File: config.mk
export PLATFORM = sky130hd
export DESIGN_NAME = fir_decimate_by_two_top_flat
export DESIGN_NICKNAME = d
export VERILOG_FILES = /design/src/rtl/fdec_pkg.sv /design/src/rtl/fdec_in_if.sv /design/src/rtl/fdec_out_if.sv /design/src/rtl/fdec_cell.sv /design/src/rtl/fdec_mac.sv /design/src/rtl/fir_decimate_by_two_top.sv /design/src/flat_wrapper.sv
export VERILOG_INCLUDE_DIRS = /design/src /design/src/rtl
export SDC_FILE = /design/constraint.sdc
export NUM_CORES = 2
export LEC_CHECK = 0
export ABC_AREA = 1
export BUFFER_PORTS_ARGS = -buffer_cell sky130_fd_sc_hd__buf_2
export CAP_MARGIN = 10
export CORE_UTILIZATION = 45
export CTS_CLUSTER_DIAMETER = 80
export DETAILED_ROUTE_END_ITERATION = 8
export PLACE_DENSITY_LB_ADDON = 0.05
export SYNTH_ARGS = -nofsm -noshare
export SYNTH_HDL_FRONTEND = slang
export SYNTH_SLANG_ARGS = --single-unit
File: constraint.sdc
create_clock -name clk -period 7 [get_ports clk]
set_clock_uncertainty 0.15 [all_clocks]
set_input_delay 0.7 -clock clk [delete_from_list [all_inputs] [get_ports clk]]
set_output_delay 0.7 -clock clk [all_outputs]
set_load 0.02 [all_outputs]
File: src/rtl/fir_decimate_by_two_top_defines.svh
// Assertion macros for the decimating FIR top level.
`ifndef FIR_DECIMATE_BY_TWO_TOP_DEFINES_SVH
`define FIR_DECIMATE_BY_TWO_TOP_DEFINES_SVH

// Check a consequence in the same cycle; expects clk and arst_n in scope.
`define FDEC_ASSERT_NOW(label, ante, cons, msg) \
	label: assert property (@(posedge clk) disable iff (!arst_n) (ante) |-> (cons)) \
		else $error(msg);

// Check a consequence in the next cycle; expects clk and arst_n in scope.
`define FDEC_ASSERT_NEXT(label, ante, cons, msg) \
	label: assert property (@(posedge clk) disable iff (!arst_n) (ante) |=> (cons)) \
		else $error(msg);

`endif

File: src/rtl/fdec_pkg.sv
// Constants, coefficient table and shared types of the decimating FIR.
package fdec_pkg;

	localparam int TAP_COUNT  = 63;
	localparam int DECIMATION = 2;
	localparam int SAMPLE_W   = 16;
	localparam int COEF_W     = 16;
	localparam int FRAC       = COEF_W - 1;
	localparam int ACC_W      = SAMPLE_W + COEF_W + $clog2(TAP_COUNT);
	localparam int TAP_IDX_W  = $clog2(TAP_COUNT);
	localparam int PHASE_W    = $clog2(DECIMATION);
	localparam int CENTER     = (TAP_COUNT - 1) / 2;
	localparam int OUT_MAX    = 32767;
	localparam int OUT_MIN    = -32768;

	// Center tap and one side of the symmetric Q1.15 windowed sinc
	localparam logic signed [COEF_W-1:0] DESIGN_HALF [32] = '{
		16'sd14350,  16'sd10216,   16'sd1979,  -16'sd2833,
		-16'sd1777,   16'sd1093,   16'sd1475,   -16'sd259,
		-16'sd1118,   -16'sd186,    16'sd756,    16'sd392,
		 -16'sd430,   -16'sd438,    16'sd174,    16'sd385,
		    16'sd0,   -16'sd283,    -16'sd94,    16'sd174,
		  16'sd125,    -16'sd82,   -16'sd113,     16'sd20,
		   16'sd83,     16'sd13,    -16'sd51,    -16'sd25,
		   16'sd27,     16'sd27,    -16'sd11,    -16'sd26
	};

	// Controls handed from the sequencer to the multiply-accumulate unit
	typedef struct packed {
		logic clear;
		logic valid;
		logic last;
	} mac_ctrl_t;

	// Look up the coefficient of tap k by its distance from the center
	function automatic logic signed [COEF_W-1:0] tap_coef(input logic [TAP_IDX_W-1:0] k);
		logic [TAP_IDX_W-1:0] d;
		if (k >= TAP_IDX_W'(CENTER)) begin
			d = k - TAP_IDX_W'(CENTER);
		end else begin
			d = TAP_IDX_W'(CENTER) - k;
		end
		return DESIGN_HALF[d[4:0]];
	endfunction

endpackage

File: src/rtl/fdec_in_if.sv
// Input stream channel carrying raw PCM samples.
interface fdec_in_if;
	import fdec_pkg::*;

	logic                       valid;
	logic                       ready;
	logic signed [SAMPLE_W-1:0] raw_sample;

	modport source (output valid, output raw_sample, input ready);
	modport sink (input valid, input raw_sample, output ready);
endinterface

File: src/rtl/fdec_out_if.sv
// Output stream channel carrying filtered, decimated samples.
interface fdec_out_if;
	import fdec_pkg::*;

	logic                       valid;
	logic                       ready;
	logic signed [SAMPLE_W-1:0] filtered_sample;

	modport source (output valid, output filtered_sample, input ready);
	modport sink (input valid, input filtered_sample, output ready);
endinterface

File: src/rtl/fdec_cell.sv
// One sample cell of the history ring: loads its neighbor's value on shift.
module fdec_cell (
	input  logic                                clk,
	input  logic                                arst_n,
	input  logic                                shift,
	input  logic signed [fdec_pkg::SAMPLE_W-1:0] d,
	output logic signed [fdec_pkg::SAMPLE_W-1:0] q
);
	import fdec_pkg::*;

	logic signed [SAMPLE_W-1:0] sample_q;

	// Take the neighbor's sample on shift, hold otherwise; history starts silent
	always_ff @(posedge clk or negedge arst_n) begin
		if (!arst_n) begin
			sample_q <= '0;
		end else if (shift) begin
			sample_q <= d;
		end
	end

	assign q = sample_q;
endmodule

File: src/rtl/fdec_mac.sv
// Pipelined multiply-accumulate with round-half-even and 16-bit saturation.
module fdec_mac (
	input  logic                                clk,
	input  logic                                arst_n,
	input  fdec_pkg::mac_ctrl_t                 ctrl,
	input  logic signed [fdec_pkg::SAMPLE_W-1:0] sample,
	input  logic signed [fdec_pkg::COEF_W-1:0]   coef,
	output logic                                done,
	output logic signed [fdec_pkg::SAMPLE_W-1:0] result
);
	import fdec_pkg::*;

	localparam int Q_W  = ACC_W - FRAC;
	localparam int PROD_W = SAMPLE_W + COEF_W;
	localparam logic [FRAC-1:0] HALF = {1'b1, {(FRAC-1){1'b0}}};
	localparam logic signed [Q_W-1:0] SAT_HI = Q_W'(OUT_MAX);
	localparam logic signed [Q_W-1:0] SAT_LO = Q_W'(OUT_MIN);

	logic signed [SAMPLE_W-1:0] sample_s1;
	logic signed [COEF_W-1:0]   coef_s1;
	logic                       vld_s1;
	logic                       last_s1;
	logic signed [PROD_W-1:0]   prod_s2;
	logic                       vld_s2;
	logic                       last_s2;
	logic signed [ACC_W-1:0]    acc_q;
	logic                       done_q;

	logic signed [Q_W-1:0]      q_floor;
	logic [FRAC-1:0]            rem;
	logic                       round_up;
	logic signed [Q_W-1:0]      q_round;

	// Control flags of the operand and product stages
	always_ff @(posedge clk or negedge arst_n) begin
		if (!arst_n) begin
			vld_s1  <= 1'b0;
			last_s1 <= 1'b0;
			vld_s2  <= 1'b0;
			last_s2 <= 1'b0;
		end else begin
			vld_s1  <= ctrl.valid;
			last_s1 <= ctrl.last;
			vld_s2  <= vld_s1;
			last_s2 <= last_s1;
		end
	end

	// Register operands, then the product
	always_ff @(posedge clk) begin
		sample_s1 <= sample;
		coef_s1   <= coef;
		prod_s2   <= sample_s1 * coef_s1;
	end

	// Accumulate products; flag completion on the last tap
	always_ff @(posedge clk or negedge arst_n) begin
		if (!arst_n) begin
			acc_q  <= '0;
			done_q <= 1'b0;
		end else if (ctrl.clear) begin
			acc_q  <= '0;
			done_q <= 1'b0;
		end else if (vld_s2) begin
			acc_q <= acc_q + ACC_W'(prod_s2);
			if (last_s2) begin
				done_q <= 1'b1;
			end
		end
	end

	// Round to nearest, ties to even, then saturate
	always_comb begin
		q_floor  = acc_q[ACC_W-1:FRAC];
		rem      = acc_q[FRAC-1:0];
		round_up = (rem > HALF) || ((rem == HALF) && q_floor[0]);
		q_round  = q_floor + Q_W'(round_up);
		if (q_round > SAT_HI) begin
			result = SAMPLE_W'(SAT_HI);
		end else if (q_round < SAT_LO) begin
			result = SAMPLE_W'(SAT_LO);
		end else begin
			result = q_round[SAMPLE_W-1:0];
		end
	end

	assign done = done_q;
endmodule

File: src/rtl/fir_decimate_by_two_top.sv
// Top level of the 63-tap low-pass FIR with 2:1 decimation.
`include "fir_decimate_by_two_top_defines.svh"

// Every raw sample shifts into a ring of 63 sample cells holding the latest
// window. The first sample of each pair also produces one filtered sample:
// the ring rotates once through all 63 cells while a single pipelined
// multiplier steps through the coefficients, one tap a cycle. While a sample
// is filtered (tap rotation, multiplier pipeline drain, output load), no new
// input is taken; a sample that produces no output needs no rotation. A
// finished sample waits in an output register, and the next input is taken
// meanwhile. After reset the history reads as silence.
module fir_decimate_by_two_top (
	input  logic        clk,
	input  logic        arst_n,
	fdec_in_if.sink     raw,
	fdec_out_if.source  filtered
);
	import fdec_pkg::*;

	localparam logic [1:0] ST_IDLE = 2'd0;
	localparam logic [1:0] ST_RUN  = 2'd1;
	localparam logic [1:0] ST_WAIT = 2'd2;
	localparam logic [TAP_IDX_W-1:0] LAST_TAP = TAP_IDX_W'(TAP_COUNT - 1);
	localparam logic [PHASE_W-1:0]   LAST_PHASE = PHASE_W'(DECIMATION - 1);

	logic [1:0]                 state_q;
	logic [TAP_IDX_W-1:0]       tap_cnt_q;
	logic [PHASE_W-1:0]         phase_q;
	logic                       accept;
	logic                       emit;
	logic                       rotating;
	logic                       shift_en;
	logic                       out_load;
	logic                       out_valid_q;
	logic signed [SAMPLE_W-1:0] filtered_q;
	logic signed [SAMPLE_W-1:0] hist [TAP_COUNT];
	logic signed [SAMPLE_W-1:0] next_d [TAP_COUNT];
	mac_ctrl_t                  mac_ctrl;
	logic                       mac_done;
	logic signed [SAMPLE_W-1:0] mac_result;

	assign raw.ready = (state_q == ST_IDLE);
	assign accept    = raw.valid && raw.ready;
	assign emit      = (phase_q == '0);
	assign rotating  = (state_q == ST_RUN);
	assign shift_en  = accept || rotating;
	assign out_load  = (state_q == ST_WAIT) && mac_done && (!out_valid_q || filtered.ready);

	// Feed each cell from its neighbor; the end cell takes new input or closes the ring
	always_comb begin
		for (int i = 0; i < TAP_COUNT - 1; i++) begin
			next_d[i] = hist[i+1];
		end
		next_d[TAP_COUNT-1] = rotating ? hist[0] : raw.raw_sample;
	end

	// Sample ring
	for (genvar g = 0; g < TAP_COUNT; g++) begin : g_cell
		fdec_cell u_cell (
			.clk    (clk),
			.arst_n (arst_n),
			.shift  (shift_en),
			.d      (next_d[g]),
			.q      (hist[g])
		);
	end

	// Drive the multiply-accumulate unit from the ring head
	assign mac_ctrl.clear = accept && emit;
	assign mac_ctrl.valid = rotating;
	assign mac_ctrl.last  = rotating && (tap_cnt_q == LAST_TAP);

	fdec_mac u_mac (
		.clk    (clk),
		.arst_n (arst_n),
		.ctrl   (mac_ctrl),
		.sample (hist[0]),
		.coef   (tap_coef(tap_cnt_q)),
		.done   (mac_done),
		.result (mac_result)
	);

	// Sequencer: idle, rotate through the taps, wait for the sum
	always_ff @(posedge clk or negedge arst_n) begin
		if (!arst_n) begin
			state_q   <= ST_IDLE;
			tap_cnt_q <= '0;
		end else begin
			unique case (state_q)
				ST_IDLE: begin
					tap_cnt_q <= '0;
					if (accept && emit) begin
						state_q <= ST_RUN;
					end
				end
				ST_RUN: begin
					if (tap_cnt_q == LAST_TAP) begin
						state_q <= ST_WAIT;
					end else begin
						tap_cnt_q <= tap_cnt_q + 1'b1;
					end
				end
				ST_WAIT: begin
					if (out_load) begin
						state_q <= ST_IDLE;
					end
				end
				default: begin
					state_q <= ST_IDLE;
				end
			endcase
		end
	end

	// Advance the decimation phase on every accepted transaction
	always_ff @(posedge clk or negedge arst_n) begin
		if (!arst_n) begin
			phase_q <= '0;
		end else if (accept) begin
			phase_q <= (phase_q == LAST_PHASE) ? '0 : phase_q + 1'b1;
		end
	end

	// Output register: load a finished sample, drop it once taken
	always_ff @(posedge clk or negedge arst_n) begin
		if (!arst_n) begin
			out_valid_q <= 1'b0;
		end else if (out_load) begin
			out_valid_q <= 1'b1;
		end else if (filtered.ready) begin
			out_valid_q <= 1'b0;
		end
	end

	always_ff @(posedge clk) begin
		if (out_load) begin
			filtered_q <= mac_result;
		end
	end

	assign filtered.valid           = out_valid_q;
	assign filtered.filtered_sample = filtered_q;

	`FDEC_ASSERT_NEXT(a_emit_starts_run, accept && emit, state_q == ST_RUN, "emitting sample did not start the tap rotation")
	`FDEC_ASSERT_NEXT(a_skip_stays_idle, accept && !emit, state_q == ST_IDLE, "non-emitting sample left the idle state")
	`FDEC_ASSERT_NOW(a_no_done_in_run, state_q == ST_RUN, !mac_done, "sum reported complete during rotation")
	`FDEC_ASSERT_NOW(a_out_from_wait, $rose(out_valid_q), $past(state_q) == ST_WAIT, "output appeared without a finished sum")
endmodule

File: src/flat_wrapper.sv
// flat-port wrapper written by rule: the top's interface ports become plain ports
module fir_decimate_by_two_top_flat import fdec_pkg::*;
  (clk, arst_n, raw_valid, raw_raw_sample, raw_ready, filtered_valid, filtered_filtered_sample, filtered_ready);
  fdec_in_if raw_i ();
  fdec_out_if filtered_i ();
  input  logic clk;
  input  logic arst_n;
  input wire logic [$bits(raw_i.valid)-1:0] raw_valid;
  input wire logic [$bits(raw_i.raw_sample)-1:0] raw_raw_sample;
  output wire logic [$bits(raw_i.ready)-1:0] raw_ready;
  output wire logic [$bits(filtered_i.valid)-1:0] filtered_valid;
  output wire logic [$bits(filtered_i.filtered_sample)-1:0] filtered_filtered_sample;
  input wire logic [$bits(filtered_i.ready)-1:0] filtered_ready;
  assign raw_i.valid = raw_valid;
  assign raw_i.raw_sample = raw_raw_sample;
  assign raw_ready = raw_i.ready;
  assign filtered_valid = filtered_i.valid;
  assign filtered_filtered_sample = filtered_i.filtered_sample;
  assign filtered_i.ready = filtered_ready;
  fir_decimate_by_two_top u_core (.clk(clk), .arst_n(arst_n), .raw(raw_i), .filtered(filtered_i));
endmodule
# Word-level counts from Yosys, hierarchy flattened
# Memory sizes are Yosys's and may differ from the RTL's. A register that Yosys moved wholly into a read port is not among the register bits.
# Index checks and enable logic that the tools add are counted.
# totals
elab_cells	133
reg_bits	1125
rom_bits	512
output_inout_bits	18
in_bits	20
mem_count	1
# mem_list
memory	depth	word_bits	rd	rd_ports_with_merged_regs	wr	line_no	source
(no name shown)	32	16	1	1	0	fdec_pkg.sv:43	return DESIGN_HALF[d[4:0]];
# classes
n_eq_ne	8
muxes	17
magnitude_cmp	4
bitwise	2
addsub	6
n_mul	1
n_reduce_logical	18
# ops
op	n
2-to-1 mux 38 bit	2
adder 38 x 32 -> 38 bit	1
multiplier 16 x 16 -> 32 bit	1
2-to-1 mux 16 bit	2
adder 23 x 1 -> 23 bit	1
greater-than comparator 23 x 16 -> 1 bit, second input constant	1
less-than comparator 23 x 16 -> 1 bit, second input constant	1
== test 15 bit, second input constant	1
greater-than comparator 15 bit, second input constant	1
one-hot mux 6 bit (2 select lines)	1
nonzero test 2 bit	4
adder 6 x 1 -> 6 bit, second input constant	1
== test 6 bit, second input constant	1
>= comparator 6 x 5 -> 1 bit, second input constant	1
logical AND 1 bit	6
2-to-1 mux 1 bit	6
2-to-1 mux 2 bit	3
2-to-1 mux 6 bit	1
inequality test 2 bit, second input constant	3
NOT 5 -> 6 bit	1
one-hot mux 2 bit (3 select lines)	1
2-to-1 mux 5 bit	1
subtractor 5 bit, first input constant	1
subtractor 5 bit, second input constant	1
10 further kinds	13

# Logic depth before layout (Yosys ltp)
# depth
ltp_word	6
ltp_mapped	26
depth_no_buf	24

# Cells and area by module
# Synthesis repeated with hierarchy kept, for this count alone.
# hier_totals
hier_cells	6902
area_unflattened_um2	59376.9
# modules_own_cells
mod	cells_per_inst	area_per_inst_um2	seq_area_each_um2	instances
fdec_cell	68	644.4	400.4	63
fdec_mac	2330	16832.4	2357.3	1
fir_decimate_by_two_top	288	1949.4	730.7	1

# Worst setup path before layout
# No wires, ideal clock.
# synth_timing
path_kind	reg-to-reg
startpoint	register u_core.u_mac.sample_s1[15]
endpoint	register u_core.u_mac.prod_s2[27]
t_required_ps	6778
slack_ps	1171
synth_period_minus_slack_ps	5829
arrival_ps	5608
stages_incl_launch_ff	22
setup_ps	72
n_path_buf	2
path_cell_list	dfxtp_1 -> clkbuf_1 -> clkbuf_1 -> nand2_1 -> fa_1 -> inv_1 -> fa_1 -> fa_1 -> fa_1 -> fa_1 -> inv_1 -> fa_1 -> inv_1 -> ha_1 -> nand2_1 -> nor2_1 -> inv_1 -> nor3_1 -> nand3_1 -> or2_2 -> nand3_1 -> xor2_1
# synth_via
elab_chain_len	1
# synth_rtl
element	line_no	source
start: declaration	fdec_mac.sv:19	logic signed [SAMPLE_W-1:0] sample_s1;
start signal: assignment	fdec_mac.sv:51	sample_s1 <= sample;
multiplier 16 x 16 -> 32 bit	fdec_mac.sv:53	prod_s2 <= sample_s1 * coef_s1;
end signal: assignment	fdec_mac.sv:53	
end: declaration	fdec_mac.sv:23	logic signed [PROD_W-1:0] prod_s2;
# Every way passes these cells.
# A chain may end at the register's enable or synchronous reset.

# Worst setup path in the final report
# layout_timing
startpoint	register u_core.u_mac.sample_s1[15]
endpoint	register u_core.u_mac.prod_s2[24]
# The elaborated chain is that of the path after synthesis.

==> flow_metrics.env <==
export IMPL_status="finished, final reports clean"
export IMPL_seq_area_um2=28290
export IMPL_reg2regPathDepth=18
export IMPL_holdCritStartpoint="raw_raw_sample[10]"
export IMPL_synth_top_area_cell="dfrtp_1"
export IMPL_max_freq_mhz=156.0
export IMPL_leakagePower_nw=35.32
export IMPL_synth_top_area_share_pct=46.96
export IMPL_wl_per_cell_um=14.26
export IMPL_finalCritPeriodShare_pct=91.57
export IMPL_ys_top_cells_by_count="3,643 x nand2_1, 1,061 x dfrtp_1, 706 x inv_1, 264 x fa_1, 188 x buf_2"
export IMPL_utilization_pct=50.15
export IMPL_cts_tree="done"
export IMPL_crit_path_start="u_core.u_mac.sample_s1[15]"
export IMPL_viasPerCell=4.778
export IMPL_fin_crit_ns=6.410
export IMPL_grt_overflow=0
export IMPL_synth_nets=7283
export IMPL_antenna_found_initial=1
export IMPL_relSlewSlack_pct=24.78
export IMPL_synth_async_sr_flop_share_pct=93.07
export IMPL_cts_sinks=1140
export IMPL_tns_ns=0
export IMPL_finalHoldViolations=0
export IMPL_ys_warn_count=0
export IMPL_worstMarginPinSlew_ns=1.127
export IMPL_cts_buffers=131
export IMPL_ys_types=47
export IMPL_die_y_um=356.5
export IMPL_syn_area_um2=56540
export IMPL_cp_max_fo=16
export IMPL_rsz0062_at_grt="false"
export IMPL_critPathTopFamily="adder cells"
export IMPL_required_ns=7.50
export IMPL_routed_wl_mm=121.6
export IMPL_timing_rr_end="u_core.u_mac.prod_s2[24]"
export IMPL_gp_congestion=0.9095
export IMPL_insertedDiodeCount=0
export IMPL_crit_path_frequent_cell="fa_1"
export IMPL_drtIter0Drc=2872
export IMPL_hold_class="primary input to flip-flop"
export IMPL_yosysSeqAreaShare_pct=50.04
export IMPL_finalSetupViolCount=0
export IMPL_synth_flop_cell="dfrtp_1"
export IMPL_powerDensity_nw_per_um2=364.3
export IMPL_endpoint_kind="flip-flop"
export IMPL_path_clk_slew_ns=0.06
export IMPL_crit_buf_inv=4
export IMPL_die_w_um=356.5
export IMPL_clock_latency_ns=0.73
export IMPL_syn_to_final_growth_pct=10.09
export IMPL_drive_above_1_share_pct=4.586
export IMPL_synth_seq_cells=1140
export IMPL_hold_depth=3
export IMPL_boundaryPins=38
export IMPL_path_class="flip-flop to flip-flop"
export IMPL_die_area_um2=127100
export IMPL_avgSynthCellArea_um2=8.226
export IMPL_ys_top_cells_by_area="dfrtp_1 47%, nand2_1 24%, fa_1 9.3%"
export IMPL_core_area_um2=124100
export IMPL_postRouteAntennaNets=0
export IMPL_worst_path_stages=18
export IMPL_r2r_setup_slack_ns=0.59
export IMPL_yosysMostFrequentCell="nand2_1"
export IMPL_nFillCells=12260
export IMPL_start_util_pct=45.55
export IMPL_post_cts_buffers=0
export IMPL_slowest_delay_ns=0.83
export IMPL_cpMaxStageDelayCell="fa_1"
export IMPL_grt_max_degree=230
export IMPL_r2r_start="u_core.u_mac.sample_s1[15]"
export IMPL_hpwl_mm=80.42
export IMPL_synthCells=6873
export IMPL_synth_edf_count=16
export IMPL_ir_worst_vdd_mv=0.4097
export IMPL_setup_worst_path_start_class="flip-flop"
export IMPL_grt_usage_pct=20.01
export IMPL_drc=0
export IMPL_min_to="u_core.g_cell[62].u_cell.q[10]"
export IMPL_maxCapViolCount=0
export IMPL_first_global_vias=41530
export IMPL_io_buffers=37
export IMPL_h_tree_depth=4
export IMPL_clockRootBuffer="clkbuf_16"
export IMPL_multi_input_area_um2=24200
export IMPL_cts_buffer_depth=3
export IMPL_crit_chain="nand2_1 > fa_1 > inv_1 > fa_1 > fa_1 > fa_1 > fa_1 > inv_1 > fa_1 > inv_1 > ha_1 > nand2_1 > nor2_1 > inv_1 > nor3_1 > o21ai_0 > nand3_1 > xor2_1"
export IMPL_worstPathArrival_ns=6.91
export IMPL_grt_pass1_wl_mm=209.2
export IMPL_first_pass_iters=5
export IMPL_slew_viol_final=0
export IMPL_placementRows=129
export IMPL_vias=40750
export IMPL_fin_nets=7205
[cell usage in the layout, fill, tap and decap left out, types with 63 or more instances in the layout]
master     count
o21ai_0      178
clkbuf_16    135
nand3_1       85
a21oi_1       69
dfrtp_1     1061
inv_1        706
fa_1         264
dfxtp_1       63
nor2_1       174
nand2_1     3643
ha_1         126
[flip-flops by register name, summed over array words and instances, names as in the netlist]
name / flops
u_core.filtered.filtered_sample: 16
u_core.u_mac.coef_s1: 15
u_core.u_mac.last_s2: 1
u_core.u_mac.vld_s2: 1
u_core.u_mac.done: 1
u_core.filtered.valid: 1
u_core.phase_q: 1
u_core.g_cell.u_cell.q: 1008
u_core.state_q: 2
u_core.u_mac.vld_s1: 1
u_core.u_mac.sample_s1: 16
u_core.u_mac.last_s1: 1
u_core.u_mac.acc_q: 38
u_core.u_mac.prod_s2: 32
u_core.tap_cnt_q: 6
[routing by layer]
| layer | vias to the layer above | track usage (%) | share of wire [%] |
|---|---|---|---|
| met2 | 471 | 32.74 | 47 |
| met5 | - | 0 | 0 |
| met1 | 19750 | 27.07 | 47 |
| met3 | 181 | 3.049 | 3.2 |
| met4 | 0 | 7.107 | 3.1 |
| li1 | 20350 | - | - |
[repair_timing]
| action | in CTS | in global routing |
|---|---|---|
| hold buffers | 2 | 0 |
| gates resized for setup | 0 | 0 |
| hold endpoints to repair | 91 | 0 |
[final cells by class]
cell class / instances / area share [%]
clock inverters: 39 / 0.7659
well taps: 1637 / 3.291
repair buffers: 88 / 1.198
clock buffers: 190 / 6.097
multi-input cells: 4721 / 38.88
flip-flops and latches: 1140 / 45.45
inverters: 713 / 4.312
[report_power, final]
part	internal, mW	switching (mW)
Clock	3.94	2.78
Sequential	7.90	0.923
Combinational	1.99	5.14
[worst max path at each step]
stage	endpoint	slack, ns
floorplan	u_core.u_mac.prod_s2[27]	1.17
global placement	u_core.u_mac.prod_s2[27]	0.69
detailed placement	u_core.u_mac.prod_s2[27]	0.59
CTS	u_core.u_mac.prod_s2[27]	0.59
global route	u_core.u_mac.prod_s2[27]	0.13
finish	u_core.u_mac.prod_s2[24]	0.59
[worst min-delay path: cells and delay by family]
kind / cells / cell delay (ns)
compound gates: 2 / 0.25
buf+inv: 1 / 0.08
[metrics by stage]
stage / hold WS, ns / worst slack [ns] / power, mW / instances / instance area [µm²]
after floorplan: 0.1812 / 1.171 / 14.28 / 6873 / 56540
after global placement: 0.1815 / 0.6900 / 16.19 / 8297 / 57950
after detailed placement: 0.1905 / 0.5917 / 16.23 / 8297 / 57950
after CTS: 0.09308 / 0.5949 / 23.13 / 8528 / 62240
after global routing: 0.1554 / 0.1322 / 24.51 / 8528 / 62240
final: 0.1777 / 0.5900 / 22.67 / 8528 / 62240
[cells by family (layout without fill, tap and decap cells)]
logic type / after synthesis / after routing / synth area share, %
AND/OR/NAND/NOR: 3979 / 3979 / 27.01
flip-flops: 1140 / 1140 / 50.04
buffers and inverters: 1012 / 1030 / 7.175
adder cells (fa/ha/maj): 390 / 390 / 12.14
AO/OA/AOI/OAI: 305 / 305 / 2.910
XOR/XNOR: 47 / 47 / 0.7281
No activity file was read; power rests on OpenSTA's default activity.
